<file path="config.mk">
export PLATFORM = sky130hd
export DESIGN_NAME = ps2_mouse_packet_tracker_unit
export DESIGN_NICKNAME = d
export VERILOG_FILES = /design/src/rtl/ps2mpt_pkg.sv /design/src/rtl/ps2mpt_in_reg.sv /design/src/rtl/ps2mpt_core.sv /design/src/rtl/ps2mpt_out_reg.sv /design/src/rtl/ps2_mouse_packet_tracker_unit.sv
export SDC_FILE = /design/constraint.sdc
export NUM_CORES = 1
export LEC_CHECK = 0
export ABC_AREA = 1
export ABC_CLOCK_PERIOD_IN_PS = 4200
export BUFFER_PORTS_ARGS = -buffer_cell sky130_fd_sc_hd__buf_2
export CORE_MARGIN = 5
export CORE_UTILIZATION = 60
export DETAILED_ROUTE_END_ITERATION = 7
export GPL_TIMING_DRIVEN = 0
export PLACE_DENSITY = 0.91
export SLEW_MARGIN = 20
export SYNTH_ARGS = -nofsm -noshare
export SYNTH_HDL_FRONTEND = slang
export SYNTH_SLANG_ARGS = --single-unit
</file>
<file path="constraint.sdc">
create_clock -name i_clk -period 4.2 [get_ports i_clk]
set_input_delay 0.84 -clock i_clk [delete_from_list [all_inputs] [get_ports i_clk]]
set_output_delay 0.84 -clock i_clk [all_outputs]
set_load 0.005 [all_outputs]
</file>
<file path="src/rtl/ps2mpt_pkg.sv">
// ----------------------------------------------------------------------------
// ps2mpt_pkg
// types, codes and helpers shared by the ps/2 mouse packet tracker modules
// ----------------------------------------------------------------------------
package ps2mpt_pkg;

    localparam int COORD_BITS = 12;
    localparam int CFG_BITS   = COORD_BITS + 1;
    localparam int SUM_BITS   = COORD_BITS + 2;

    localparam logic [CFG_BITS-1:0] COORD_TOP    = CFG_BITS'(1) << COORD_BITS;
    localparam logic [CFG_BITS-1:0] WIDTH_RESET  = CFG_BITS'(640);
    localparam logic [CFG_BITS-1:0] HEIGHT_RESET = CFG_BITS'(480);
    localparam logic [COORD_BITS-1:0] POS_X_RESET = COORD_BITS'(320);
    localparam logic [COORD_BITS-1:0] POS_Y_RESET = COORD_BITS'(240);

    // header byte bits
    localparam int HDR_SYNC_BIT  = 3;
    localparam int HDR_XSIGN_BIT = 4;
    localparam int HDR_YSIGN_BIT = 5;
    localparam logic [7:0] HDR_OVF = 8'hC0;

    localparam logic CFG_WIDTH  = 1'b0;
    localparam logic CFG_HEIGHT = 1'b1;

    typedef enum logic [1:0] {
        MODE_BYTE      = 2'd0,
        MODE_CLR_EDGES = 2'd1,
        MODE_CLR_MOVED = 2'd2
    } t_mode;

    typedef enum logic [1:0] {
        ST_PARTIAL  = 2'd0,
        ST_ACCEPTED = 2'd1,
        ST_OVERFLOW = 2'd2,
        ST_IGNORED  = 2'd3
    } t_status;

    typedef struct packed {
        logic       from_aux;
        logic [7:0] rx_byte;
        logic [1:0] mode;
    } t_item;

    typedef struct packed {
        t_status               packet_status;
        logic                  moved_flag;
        logic [2:0]            released_sticky;
        logic [2:0]            pressed_sticky;
        logic [2:0]            button_bits;
        logic signed [9:0]     last_dy;
        logic signed [8:0]     last_dx;
        logic [COORD_BITS-1:0] cursor_y;
        logic [COORD_BITS-1:0] cursor_x;
    } t_result;

    // zero is taken as one, anything past the coordinate range saturates
    function automatic logic [CFG_BITS-1:0] bound_limit(input logic [CFG_BITS-1:0] b);
        logic [CFG_BITS-1:0] lim;
        if (b == '0) begin
            lim = CFG_BITS'(1);
        end else if (b > COORD_TOP) begin
            lim = COORD_TOP;
        end else begin
            lim = b;
        end
        return lim;
    endfunction

    function automatic logic [COORD_BITS-1:0] clamp_coord(
        input logic signed [SUM_BITS-1:0] v,
        input logic [CFG_BITS-1:0]        lim
    );
        logic [CFG_BITS-1:0]   top;
        logic [COORD_BITS-1:0] r;
        top = lim - CFG_BITS'(1);
        if (v < 0) begin
            r = '0;
        end else if (v >= $signed({1'b0, lim})) begin
            r = top[COORD_BITS-1:0];
        end else begin
            r = v[COORD_BITS-1:0];
        end
        return r;
    endfunction

endpackage

</file>
<file path="src/rtl/ps2mpt_in_reg.sv">
// ----------------------------------------------------------------------------
// ps2mpt_in_reg
// input register of the tracker, takes a beat whenever it is empty or draining
// ----------------------------------------------------------------------------
module ps2mpt_in_reg (
    input  logic                 i_clk,
    input  logic                 i_rst_n,
    input  logic                 i_valid,
    output logic                 o_ready,
    input  ps2mpt_pkg::t_item    i_item,
    input  logic                 i_adv,
    output logic                 o_valid,
    output ps2mpt_pkg::t_item    o_item
);

    logic              r_valid;
    ps2mpt_pkg::t_item r_item;

    assign o_ready = !r_valid || i_adv;
    assign o_valid = r_valid;
    assign o_item  = r_item;

    always_ff @(posedge i_clk) begin
        if (!i_rst_n) begin
            r_valid <= 1'b0;
        end else if (i_valid && o_ready) begin
            r_valid <= 1'b1;
        end else if (i_adv) begin
            r_valid <= 1'b0;
        end
    end

    always_ff @(posedge i_clk) begin
        if (i_valid && o_ready) begin
            r_item <= i_item;
        end
    end

endmodule

</file>
<file path="src/rtl/ps2mpt_core.sv">
// ----------------------------------------------------------------------------
// ps2mpt_core
// packet assembly, delta decode, cursor clamp and sticky button state
// ----------------------------------------------------------------------------
module ps2mpt_core (
    input  logic                                  i_clk,
    input  logic                                  i_rst_n,
    input  logic                                  i_cfg_we,
    input  logic                                  i_cfg_addr,
    input  logic [ps2mpt_pkg::CFG_BITS-1:0]       i_cfg_wdata,
    input  logic                                  i_adv,
    input  ps2mpt_pkg::t_item                     i_item,
    output ps2mpt_pkg::t_result                   o_result
);

    localparam int CB = ps2mpt_pkg::COORD_BITS;
    localparam int SB = ps2mpt_pkg::SUM_BITS;

    logic [ps2mpt_pkg::CFG_BITS-1:0] r_width, r_height;

    logic [1:0]          r_count,   n_count;
    logic [7:0]          r_header,  n_header;
    logic [7:0]          r_xbyte,   n_xbyte;
    logic [CB-1:0]       r_pos_x,   n_pos_x;
    logic [CB-1:0]       r_pos_y,   n_pos_y;
    logic signed [8:0]   r_dx,      n_dx;
    logic signed [9:0]   r_dy,      n_dy;
    logic [2:0]          r_buttons, n_buttons;
    logic [2:0]          r_press,   n_press;
    logic [2:0]          r_release, n_release;
    logic                r_moved,   n_moved;

    ps2mpt_pkg::t_status status;

    logic signed [8:0]   dx;
    logic signed [8:0]   dy_raw;
    logic signed [9:0]   dy;
    logic signed [SB-1:0] sum_x, sum_y;
    logic [2:0]          new_btn, changed;

    always_ff @(posedge i_clk) begin
        if (!i_rst_n) begin
            r_width  <= ps2mpt_pkg::WIDTH_RESET;
            r_height <= ps2mpt_pkg::HEIGHT_RESET;
        end else if (i_cfg_we) begin
            unique case (i_cfg_addr)
                ps2mpt_pkg::CFG_WIDTH:  r_width  <= i_cfg_wdata;
                ps2mpt_pkg::CFG_HEIGHT: r_height <= i_cfg_wdata;
                default: ;
            endcase
        end
    end

    // packet decode, only used when the third byte lands
    always_comb begin
        dx      = $signed({r_header[ps2mpt_pkg::HDR_XSIGN_BIT], r_xbyte});
        dy_raw  = $signed({r_header[ps2mpt_pkg::HDR_YSIGN_BIT], i_item.rx_byte});
        dy      = -$signed({dy_raw[8], dy_raw});
        sum_x   = $signed({2'b00, r_pos_x}) + SB'(dx);
        sum_y   = $signed({2'b00, r_pos_y}) + SB'(dy);
        new_btn = r_header[2:0];
        changed = r_buttons ^ new_btn;
    end

    always_comb begin
        n_count   = r_count;
        n_header  = r_header;
        n_xbyte   = r_xbyte;
        n_pos_x   = r_pos_x;
        n_pos_y   = r_pos_y;
        n_dx      = r_dx;
        n_dy      = r_dy;
        n_buttons = r_buttons;
        n_press   = r_press;
        n_release = r_release;
        n_moved   = r_moved;
        status    = ps2mpt_pkg::ST_PARTIAL;

        case (i_item.mode)
            ps2mpt_pkg::MODE_BYTE: begin
                if (!i_item.from_aux) begin
                    status = ps2mpt_pkg::ST_IGNORED;
                end else begin
                    case (r_count)
                        2'd0: begin
                            // drop bytes until a header with the sync bit shows up
                            if (i_item.rx_byte[ps2mpt_pkg::HDR_SYNC_BIT]) begin
                                n_header = i_item.rx_byte;
                                n_count  = 2'd1;
                            end
                        end
                        2'd1: begin
                            n_xbyte = i_item.rx_byte;
                            n_count = 2'd2;
                        end
                        default: begin
                            n_count = 2'd0;
                            if ((r_header & ps2mpt_pkg::HDR_OVF) != 8'h00) begin
                                status = ps2mpt_pkg::ST_OVERFLOW;
                            end else begin
                                status    = ps2mpt_pkg::ST_ACCEPTED;
                                n_dx      = dx;
                                n_dy      = dy;
                                n_pos_x   = ps2mpt_pkg::clamp_coord(sum_x,
                                                ps2mpt_pkg::bound_limit(r_width));
                                n_pos_y   = ps2mpt_pkg::clamp_coord(sum_y,
                                                ps2mpt_pkg::bound_limit(r_height));
                                n_buttons = new_btn;
                                n_press   = r_press | (changed & new_btn);
                                n_release = r_release | (changed & r_buttons);
                                if (dx != 0 || dy != 0 || changed != 3'b000) begin
                                    n_moved = 1'b1;
                                end
                            end
                        end
                    endcase
                end
            end
            ps2mpt_pkg::MODE_CLR_EDGES: begin
                n_press   = 3'b000;
                n_release = 3'b000;
            end
            ps2mpt_pkg::MODE_CLR_MOVED: begin
                n_moved = 1'b0;
            end
            default: ;
        endcase
    end

    always_ff @(posedge i_clk) begin
        if (!i_rst_n) begin
            r_count   <= 2'd0;
            r_header  <= 8'h00;
            r_xbyte   <= 8'h00;
            r_pos_x   <= ps2mpt_pkg::POS_X_RESET;
            r_pos_y   <= ps2mpt_pkg::POS_Y_RESET;
            r_dx      <= '0;
            r_dy      <= '0;
            r_buttons <= 3'b000;
            r_press   <= 3'b000;
            r_release <= 3'b000;
            r_moved   <= 1'b0;
        end else if (i_adv) begin
            r_count   <= n_count;
            r_header  <= n_header;
            r_xbyte   <= n_xbyte;
            r_pos_x   <= n_pos_x;
            r_pos_y   <= n_pos_y;
            r_dx      <= n_dx;
            r_dy      <= n_dy;
            r_buttons <= n_buttons;
            r_press   <= n_press;
            r_release <= n_release;
            r_moved   <= n_moved;
        end
    end

    // result shows the state after this beat
    always_comb begin
        o_result.cursor_x        = n_pos_x;
        o_result.cursor_y        = n_pos_y;
        o_result.last_dx         = n_dx;
        o_result.last_dy         = n_dy;
        o_result.button_bits     = n_buttons;
        o_result.pressed_sticky  = n_press;
        o_result.released_sticky = n_release;
        o_result.moved_flag      = n_moved;
        o_result.packet_status   = status;
    end

endmodule

</file>
<file path="src/rtl/ps2mpt_out_reg.sv">
// ----------------------------------------------------------------------------
// ps2mpt_out_reg
// result register, holds a beat until the receiver takes it
// ----------------------------------------------------------------------------
module ps2mpt_out_reg (
    input  logic                  i_clk,
    input  logic                  i_rst_n,
    input  logic                  i_load,
    input  ps2mpt_pkg::t_result   i_result,
    input  logic                  i_ready,
    output logic                  o_valid,
    output ps2mpt_pkg::t_result   o_result
);

    logic                r_valid;
    ps2mpt_pkg::t_result r_result;

    assign o_valid  = r_valid;
    assign o_result = r_result;

    always_ff @(posedge i_clk) begin
        if (!i_rst_n) begin
            r_valid <= 1'b0;
        end else if (i_load) begin
            r_valid <= 1'b1;
        end else if (i_ready) begin
            r_valid <= 1'b0;
        end
    end

    always_ff @(posedge i_clk) begin
        if (i_load) begin
            r_result <= i_result;
        end
    end

endmodule

</file>
<file path="src/rtl/ps2_mouse_packet_tracker_unit.sv">
// ----------------------------------------------------------------------------
// ps2_mouse_packet_tracker_unit
// ps/2 mouse 3-byte packet tracker with clamped cursor and button state
// ----------------------------------------------------------------------------
// input stream: one beat per byte or command read from the controller; tuser
//   carries the mode (byte, clear button edges, clear moved flag) and the
//   aux-port flag, tdata the received byte.
// output stream: exactly one beat per input beat, holding the cursor, the
//   deltas of the last good packet, the buttons, the sticky edges, the moved
//   flag and, in tuser, the packet status of that byte.
// config port: index 0 screen width, index 1 screen height; write only while
//   no beats are in flight. a new bound takes effect with the next packet.
// path: an input beat passes the input register, then the result register.
//   throughput: one beat per cycle while m_axis_tready stays high, set by
//   the single decode and clamp stage between the two registers.
// reset (synchronous, active low): both registers empty, cursor at 320,240,
//   bounds 640x480, packet assembly restarts at the header byte.
// stall: the result register holds its beat while m_axis_tready is low; one
//   more beat waits in the input register, then s_axis_tready drops.
// ----------------------------------------------------------------------------
module ps2_mouse_packet_tracker_unit (
    input  logic        i_clk,
    input  logic        i_rst_n,

    input  logic        i_cfg_we,
    input  logic        i_cfg_addr,
    input  logic [12:0] i_cfg_wdata,

    input  logic        s_axis_tvalid,
    output logic        s_axis_tready,
    input  logic [7:0]  s_axis_tdata,   // [7:0] rx_byte
    input  logic [2:0]  s_axis_tuser,   // [1:0] mode, [2] from_aux

    output logic        m_axis_tvalid,
    input  logic        m_axis_tready,
    // [11:0] cursor_x, [23:12] cursor_y, [32:24] last_dx, [42:33] last_dy,
    // [45:43] button_bits, [48:46] pressed_sticky, [51:49] released_sticky,
    // [52] moved_flag, [55:53] zero
    output logic [55:0] m_axis_tdata,
    output logic [1:0]  m_axis_tuser    // [1:0] packet_status
);

    ps2mpt_pkg::t_item   s_item, q_item;
    ps2mpt_pkg::t_result core_res, out_res;
    logic                q_valid;
    logic                adv;

    assign s_item.mode     = s_axis_tuser[1:0];
    assign s_item.from_aux = s_axis_tuser[2];
    assign s_item.rx_byte  = s_axis_tdata;

    assign adv = q_valid && (!m_axis_tvalid || m_axis_tready);

    ps2mpt_in_reg u_in_reg (
        .i_clk   (i_clk),
        .i_rst_n (i_rst_n),
        .i_valid (s_axis_tvalid),
        .o_ready (s_axis_tready),
        .i_item  (s_item),
        .i_adv   (adv),
        .o_valid (q_valid),
        .o_item  (q_item)
    );

    ps2mpt_core u_core (
        .i_clk       (i_clk),
        .i_rst_n     (i_rst_n),
        .i_cfg_we    (i_cfg_we),
        .i_cfg_addr  (i_cfg_addr),
        .i_cfg_wdata (i_cfg_wdata),
        .i_adv       (adv),
        .i_item      (q_item),
        .o_result    (core_res)
    );

    ps2mpt_out_reg u_out_reg (
        .i_clk    (i_clk),
        .i_rst_n  (i_rst_n),
        .i_load   (adv),
        .i_result (core_res),
        .i_ready  (m_axis_tready),
        .o_valid  (m_axis_tvalid),
        .o_result (out_res)
    );

    assign m_axis_tdata = {3'b000,
                           out_res.moved_flag,
                           out_res.released_sticky,
                           out_res.pressed_sticky,
                           out_res.button_bits,
                           out_res.last_dy,
                           out_res.last_dx,
                           out_res.cursor_y,
                           out_res.cursor_x};
    assign m_axis_tuser = out_res.packet_status;

endmodule

</file>
==> metrics.yaml <==
run_status:
  status: "finished with violations"
  violations: "setup timing"
clocking:
  clockBufferDepth: 2
  numCtsBuffers: 17
  cts_hold_buf: 0
  cts_htree_levels: 4
  cts_tree: "yes"
  clkTransAtPathRegs_ns: 0.07
  cts.root.buffer_cell: "clkbuf_16"
  clock_sinks: 164
  clk_latency_ns: 0.44
detailed_routing:
  viasPerCell: 5.90
  antenna_left: 0
  wl_mm: 28.9
  wl_per_cell_um: 17.6
  dr.pass1.iters: 8
  first_iter_violations: 1263
  vias: 9663
  drc_errors: 0
global_routing:
  grt_pass1_wl_mm: 41.7
  gr-total-overflow: 0
  antenna_found_initial: 0
  grt_pass1_vias: 8622
  grt_max_degree: 65
  track_usage: 0.283
worst_setup_path:
  r2r_slack_ns: -0.1
  critPathKind: "reg2reg"
  cpPeakStageDelay_ns: 0.47
  cp_max_fo: 6
  cp_slowest_cell: "edfxtp_1"
  start_kind: "register"
  worst_ep_required_time_ns: 4.53
  cp.arrival_ns: 4.63
  end_kind: "register"
  crit_top_cell: "nand2_2"
layout:
  fin_util: 0.716
  syn2layout_area_growth_pct: 17.4
  n_fill_cell: 1101
  stdcell_area_um2: 11400
  layout_commonest_cell: "nand2_1"
  diodes: 0
  multi_input_area_um2: 5030
  drive_gt1_frac: 0.172
  seq_area_um2: 3940
  nets: 1505
  layout_common_cells: "nand2_1, inv_1, nor2_1"
power_and_ir_drop:
  power.density_nw_per_um2: 393
  internal_power_uw: 3040
  finalPower_uw: 4470
  p_leak_uw: 0.00558
  combPwrFrac: 0.237
  clkPwrFrac: 0.357
  max-vdd-ir-drop_mv: 0.304
  sw_frac_of_total: 0.318
  pwr-share-seq: 0.406
  power_switching_uw: 1420
die:
  dieArea_um2: 18800
  boundaryPins: 90
  rows: 46
  core-area_um2: 15900
  die_h_um: 137
  die_w_um: 137
  start_util: 0.610
place:
  gp_congestion: 0.971
  place_ws_ns: -0.346
  dp_hpwl_mm: 18.7
  postPlaceCellArea_um2: 10400
  numPortBuffers: 85
logic_synthesis:
  synthesis.area_um2: 9690
  synth_enable_flop_cells: 66
  syn_inst: 1290
  ys_warn_count: 0
  syn_avg_cell_area_um2: 7.51
  synth-compound-area-share: 0.128
  synth-seq-area-share: 0.407
  synth_mux_area_frac: 0
  synthAdderAreaFrac: 0.0855
  synth_cell_types: 49
  synth_ff_type: "dfxtp_1"
  yosys_register_bits: 164
  synth_xor_area_frac: 0.0298
  synthSimpleGateAreaFrac: 0.248
  synth_top_family_by_area: "simple AND/OR/NAND/NOR gates"
  ys_async_sr_fraction: 0
timing:
  slew_headroom: 0.423
  period_minus_slack_ns: 4.30
  finalCritPeriodShare: 1.02
  setup_violations: 4
  hold_viol: 0
  fin_tns_setup_ns: -0.222
  finalWorstSetupSlack_ns: -0.0974
  finClkSkew_ns: 0.0110
  worst_slew_pin_slew_ns: 0.866
  max_clock_freq_mhz: 233
  drv_slew: 0
hold_path:
  hp-class: "reg2reg"
flow_run:
  maxCapViolCount: 0
==> state kept, by name (all words and copies together), names as in the netlist, 7 cells and up <==
name,count
u_in_reg.o_item,11
u_core.r_pos_y,12
u_core.r_header,7
u_out_reg.o_result,55
u_core.r_xbyte,8
u_core.r_dy,10
u_core.r_pos_x,12
u_core.r_width,13
u_core.r_dx,9
u_core.r_height,13
==> kinds of logic after synthesis <==
| group | after synthesis |
|---|---|
| fa+ha+maj | 65 |
| compound gates | 230 |
| buf+inv | 244 |
| other cells | 1 |
| simple gates | 553 |
| flops | 164 |
| xor+xnor | 33 |
==> layout make-up <==
cell class,count,share of cell area
well taps,216,0.0238
repair buffers,99,0.0482
clock inverters,11,0.0124
inverters,201,0.0666
clock buffers,21,0.0396
multi-input cells,884,0.442
plain buffers,43,0.0206
flip-flops and latches,164,0.347
==> synth_stat cells (all sizes together), types with 6 or more instances <==
master,count,share of area
or2,6,0.0039
dfxtp,98,0.20
nand3,94,0.055
xnor2,8,0.0072
ha,63,0.081
nand4,9,0.0074
xor2,25,0.023
inv,200,0.078
nand2,307,0.12
clkbuf,27,0.010
buf,16,0.013
edfxtp,66,0.20
a21oi,89,0.047
o21ai,116,0.061
nor2,128,0.051
==> final timing paths <==
| kind | to | cells after the start | start |
|---|---|---|---|
| max | u_core.r_pos_y[6]$_SDFFE_PN1P_ | 29 | u_in_reg.o_item[2]$_DFFE_PP_ |
| min reg2reg | u_core.r_width[0]$_SDFFE_PN0P_ | 2 | u_core.r_width[0]$_SDFFE_PN0P_ |
| max reg2reg | u_core.r_pos_y[6]$_SDFFE_PN1P_ | 29 | u_in_reg.o_item[2]$_DFFE_PP_ |
| min | u_core.r_width[0]$_SDFFE_PN0P_ | 2 | u_core.r_width[0]$_SDFFE_PN0P_ |
==> power groups by stage <==
stage	logic (uW)	registers [uW]	clock network, uW
finish	1060	1810	1590
global route	1150	1820	1670
CTS	903	1810	1580
detailed placement	870	1840	0
global placement	830	1840	0
floorplan	644	1830	0
==> per-layer routing <==
| layer | wire length, um | vias to the layer above | global-route usage | share of wire |
|---|---|---|---|---|
| li1 | - | 4403 | - | - |
| met1 | 10700 | 4345 | 0.352 | 0.37 |
| met2 | 13300 | 739 | 0.465 | 0.46 |
| met3 | 3270 | 176 | 0.0654 | 0.11 |
| met4 | 1630 | 0 | 0.135 | 0.056 |
| met5 | 0 | - | 0 | 0 |
==> metrics by stage <==
| step | cells | hold slack (ns) |
|---|---|---|
| 2_1_floorplan | 1292 | 0.444 |
| 3_3_place_gp | 1593 | 0.464 |
| 3_5_place_dp | 1593 | 0.471 |
| 4_1_cts | 1628 | 0.480 |
| 5_1_grt | 1639 | 0.532 |
| 6_report | 1639 | 0.476 |
==> timing repair <==
action | in CTS | in global routing
gates resized for setup | 13 | 50
buffers inserted | 3 | 10
setup endpoints to repair | 24 | 24
pin swaps | 4 | 23
gates cloned | 0 | 1
hold endpoints to repair | 0 | 0
==> worst max-delay path, delay by kind of cell, from the launching register on <==
| kind | cells | cell delay, ns |
|---|---|---|
| adders and majority gates | 3 | 0.80 |
| AOI/OAI and AO/OA | 2 | 0.37 |
| and+or+nand+nor | 17 | 1.61 |
| xor gates and xnor gates | 2 | 0.43 |
| DFF | 1 | 0.47 |
| buffers and inverters | 5 | 0.53 |
Note: power is estimated with default switching activity, not from simulation.
